## src/rtl/ssra_map_ram.sv

```systemverilog
module ssra_map_ram #(
   parameter int unsigned WORDS = 64,
   parameter int unsigned WB    = 64,
   parameter int unsigned AW    = 6
) (
   input  logic          clock,
   input  logic          wr_en,
   input  logic [AW-1:0] wr_addr,
   input  logic [WB-1:0] wr_data,
   input  logic [AW-1:0] rd_addr,
   output logic [WB-1:0] rd_data
);

   logic [WB-1:0] mem [WORDS];
   logic [WB-1:0] rd_data_ff;

   always_ff @(posedge clock) begin
      if (wr_en) begin
         mem[wr_addr] <= wr_data;
      end
      rd_data_ff <= mem[rd_addr];
   end

   assign rd_data = rd_data_ff;

endmodule

```

## config.mk

```make
export PLATFORM = sky130hd
export DESIGN_NAME = ssra_map_ram
export DESIGN_NICKNAME = d
export VERILOG_FILES = /design/src/rtl/ssra_map_ram.sv
export SDC_FILE = /design/constraint.sdc
export NUM_CORES = 2
export LEC_CHECK = 0
export BUFFER_PORTS_ARGS = -buffer_cell sky130_fd_sc_hd__buf_2
export CELL_PAD_IN_SITES_DETAIL_PLACEMENT = 2
export CELL_PAD_IN_SITES_GLOBAL_PLACEMENT = 2
export CORE_MARGIN = 4
export CORE_UTILIZATION = 51
export DETAILED_ROUTE_END_ITERATION = 12
export GPL_TIMING_DRIVEN = 1
export PLACE_DENSITY = 0.76
export SKIP_LAST_GASP = 1
export SYNTH_ARGS = -nofsm -noshare
export SYNTH_HDL_FRONTEND = slang
export SYNTH_SLANG_ARGS = --single-unit
export TNS_END_PERCENT = 50
```

## constraint.sdc

```tcl
create_clock -name clock -period 9.02 [get_ports clock]
set_input_delay 1.804 -clock clock [delete_from_list [all_inputs] [get_ports clock]]
set_output_delay 1.804 -clock clock [all_outputs]
set_load 0.01 [all_outputs]
```

==> key figures, run 1 <==
Placed design
  • Final HPWL DP: 346 mm
  • IO buf count: 141
  • RePlAce Congestion: 0.791

Synthesis
  • Avg Inst Size Synth: 23.7 um^2
  • Yosys reg bits: 4,160
  • Post-synth cell types: 33
  • Post-Synthesis Cells: 6,598
  • Synthesized-area fraction occupied by adder cells: 0%
  • Main combinational cell family by area after synthesis: multiplexers
  • Simple-gate area share of the yosys netlist: 1.24%
  • Netlist Area Pre-Place: 0.156 mm^2
  • Mux contribution to synthesized area: 15.6%
  • Yosys Warn Count: 0
  • Top FF cell, synth: edfxtp_1
  • EDFF count, synth: 4,096
  • Compound-cell area share of the yosys netlist: 2.48%
  • Post-Synth XOR/XNOR Area: 0%
  • Asr flop ratio synth: 0%
  • Post-synthesis net count: 6,676
  • Seq/Total Area, Yosys: 79.5%

Status
  • Error msg: [ERROR DPL-0033] detailed placement checks failed during check placement.
  • Failing step: detailed placement (3_5_place_dp)
  • Status: did not finish

Die
  • Die H: 562 um
  • Die Span X: 562 um
  • Initial cell density of the core: 51.2%
  • Row Count: 203
  • # IOs: 142
[Yosys cell counts (11+ instances only)]
master / count / share of area [%]
edfxtp_1: 4096 / 79
mux4_2: 1024 / 15
buf_2: 170 / 0.54
a22oi_1: 168 / 0.81
clkbuf_1: 140 / 0.34
mux2i_1: 135 / 0.86
nor2_1: 112 / 0.27
a22o_1: 88 / 0.49
o22ai_1: 83 / 0.33
and3_1: 64 / 0.26
dfxtp_1: 64 / 0.82
a211oi_1: 63 / 0.30
nand2_1: 58 / 0.14
nand3_1: 45 / 0.14
o221ai_1: 38 / 0.21
buf_4: 34 / 0.16
or3_1: 29 / 0.12
nor2b_1: 28 / 0.11
or2_2: 28 / 0.11
a41oi_1: 26 / 0.15
buf_1: 20 / 0.048
a2bb2oi_1: 19 / 0.11
inv_1: 19 / 0.046
a31oi_1: 18 / 0.072
nand2b_1: 11 / 0.044
[through the flow]
| stage | hold slack [ns] | cells | instance area [um^2] | worst slack, ns |
|---|---|---|---|---|
| floorplan | 0.788 | 6598 | 156000 | 1.78 |
| global placement | 0.828 | 10700 | 163000 | 3.16 |
[cell families after synthesis]
logic type	count (synthesis)
mux	1159
compound gates	504
buf+inv	389
flops	4160
simple gates	386
==> run 2, diff against run 1 <==
--- a/config.mk
+++ b/config.mk
@@ -6,13 +6,11 @@
 export NUM_CORES = 2
 export LEC_CHECK = 0
 export BUFFER_PORTS_ARGS = -buffer_cell sky130_fd_sc_hd__buf_2
-export CELL_PAD_IN_SITES_DETAIL_PLACEMENT = 2
-export CELL_PAD_IN_SITES_GLOBAL_PLACEMENT = 2
 export CORE_MARGIN = 4
-export CORE_UTILIZATION = 51
+export CORE_UTILIZATION = 40
 export DETAILED_ROUTE_END_ITERATION = 12
 export GPL_TIMING_DRIVEN = 1
-export PLACE_DENSITY = 0.76
+export PLACE_DENSITY_LB_ADDON = 0.15
 export SKIP_LAST_GASP = 1
 export SYNTH_ARGS = -nofsm -noshare
 export SYNTH_HDL_FRONTEND = slang
==> key figures, run 2 <==
Min path
  • Worst min path class: reg -> reg
  • Hold Path Depth: 4

Timing
  • Fmax: 0.219 GHz
  • RSZ-0062 raised after global routing: false
  • Final Cycle Share: 50.6%
  • Setup TNS: 0 ns
  • Least-Margin Pin Slew: 1.35 ns
  • Clock skew: 0.0403 ns
  • Minimum clock period: 4.56 ns
  • Setup WS post-layout: 4.46 ns
  • Max Slew Vio Count: 0
  • Max-slew headroom: 9.80%
  • Final Hold Vio Count: 0
  • # setup viols final: 0

Pwr
  • Sequential group share of total power: 52.3%
  • Peak supply drop: 0.171 mV
  • Net Switching: 8.74 mW
  • Int Pwr: 32.4 mW
  • Pwr dens: 230 mW/mm^2
  • Comb pwr share: 4.5%
  • Switching fraction of total power: 21.2%
  • Leak: 55.2 nW
  • Clock Power Share: 43.2%

Die
  • # IOs: 142
  • Row Count: 229
  • Die Span X: 633 um
  • Initial cell density of the core: 40.2%
  • CORE AREA: 0.389 mm^2
  • Die H: 633 um
  • Die Footprint: 0.401 mm^2

Clock network
  • CTS tree: built
  • Hold buffer count at CTS: 0
  • CTS Buf Count: 435
  • Clock Sink Count: 4,160
  • Root Driver: clkbuf_16
  • Skew-Pair Late Insertion Delay: 0.97 ns
  • Clock Pin Slew Worst Setup and Hold Paths: 0.06 ns
  • H-tree depth: 5
  • Post-CTS Setup Inserts: 0
  • Clock tree buffer depth: 4
  • Post_cts resized: 0

Synthesis
  • Asr flop ratio synth: 0%
  • Count leader, synth: edfxtp_1
  • EDFF count, synth: 4,096
  • Yosys top cell area share: 78.7%
  • Area leader, netlist: edfxtp_1
  • Top post-synthesis cells by count: edfxtp_1, mux4_2, buf_2
  • Synth top area cells: edfxtp_1, mux4_2, mux2i_1
  • Post-synth cell types: 33
  • Seq/Total Area, Yosys: 79.5%
  • Top FF cell, synth: edfxtp_1
  • Yosys Warn Count: 0
  • Netlist Area Pre-Place: 0.156 mm^2
  • Avg Inst Size Synth: 23.7 um^2
  • Post-Synthesis Cells: 6,598
  • Post-synthesis net count: 6,676
  • Yosys reg bits: 4,160

Detailed routing
  • Antenna-violating nets left: 0
  • Pre-antenna DRT Iters: 6
  • Vias: 74.1k
  • Via density per instance: 5.90
  • WL final: 457 mm
  • DR WL/cell: 36.4 um
  • Remaining DRCs: 0
  • DR iter-0 viols: 8,656

Final layout
  • Share of cells above drive strength 1: 28.3%
  • Commonest cells after routing, fill and taps aside: edfxtp_1, mux4_2, clkbuf_16, a22oi_1, buf_4
  • Leading cell type in the layout, fill and taps excluded: edfxtp_1
  • Max FFs per register: 4,096
  • Biggest register: mem
  • Layout Area Growth over Synthesis: 14.2%
  • Final nets: 7,076

Critical path
  • CP Capture Type: register
  • CP startpoint kind: input port
  • Worst EP arrival: 5.34 ns
  • Critical Path Fanout Max: 112
  • Path depth of the worst reg2reg path: 5
  • Crit Path Class: in -> reg
  • CP required: 9.80 ns

Status
  • Status: complete, no violations

Global route
  • Global route total overflow: 0
  • Gr usage total: 22.6%
  • Largest net degree at the start of global routing: 124
  • Antenna violations before repair: 43
  • Number of global-route vias before repair: 76.6k
  • Global-route wire length before repair: 632 mm

Placed design
  • IO buf count: 141
  • Pre-CTS WS: 3.63 ns
  • Final HPWL DP: 234 mm
  • RePlAce Congestion: 0.758

Run
  • Max-capacitance violation count: 0
run 2: cell counts after synthesis:
Identical to the previous run, type by type.
run 2: final timing paths:
check | from | to | slack [ns]
setup reg to reg | mem[11][0] | rd_data[0] | 6.96
setup / recovery | rd_addr[3] | rd_data[51] | 4.46
hold / removal | mem[54][44] | rd_data[44] | 0.83
hold reg to reg | mem[54][44] | rd_data[44] | 0.83
run 2: cell type report:
type                    count  area [um^2]
clock buffers             565        11800
multi-input cells        2049        30800
flip-flops and latches   4160       124000
repair buffers            333         2770
fillers                 32400       211000
inverters                  19         71.3
diodes                     13         32.5
well taps                5197         6500
clock inverters           232         2340
run 2: per-layer routing:
layer  GRT usage (%)  share of wire (%)  up-vias
met5               0              0.012        -
met4            5.76                2.7       10
met3            3.21                6.0      632
met2            37.9                 50     2552
met1            31.3                 41    41600
li1                -                  -    29300
run 2: cell families (layout without fill, tap and decap cells):
kind of cell | after synthesis | in the layout | synth area share [%]
buffers and inverters | 389 | 1149 | 1.18
DFF | 4160 | 4160 | 79.5
muxes | 1159 | 1159 | 15.6
AOI/OAI and AO/OA | 504 | 504 | 2.48
and+or+nand+nor | 386 | 386 | 1.24
other | 0 | 13 | 0
run 2: worst max-delay path, cell delays in order:
cell      delay, ns
buf_2          0.62
nor2b_4        0.73
buf_12         0.69
a22oi_1        0.22
and3_1         0.24
a211oi_1       0.60
run 2: per-stage QoR:
stage | instances | hold WS [ns] | util (%) | area, um^2 | power, mW
floorplan | 6598 | 0.788 | - | 156000 | 22.9
global placement | 11800 | 0.824 | 42.3 | 164000 | 23.8
detailed placement | 11800 | 0.824 | 42.3 | 164000 | 23.8
CTS | 12600 | 0.836 | 45.9 | 179000 | 41.6
global route | 12600 | 0.865 | 45.9 | 179000 | 42.5
finish | 12600 | 0.834 | 45.9 | 179000 | 41.2
run 2: power groups by stage:
stage	logic (mW)	registers, mW	clock network, mW
3_5_place_dp	1.87	21.9	0
3_3_place_gp	1.84	21.9	0
2_1_floorplan	0.997	21.9	0
4_1_cts	1.87	21.5	18.1
6_report	1.83	21.5	17.8
5_1_grt	1.96	21.5	19.0
Note: power is estimated with default switching activity, not from simulation.
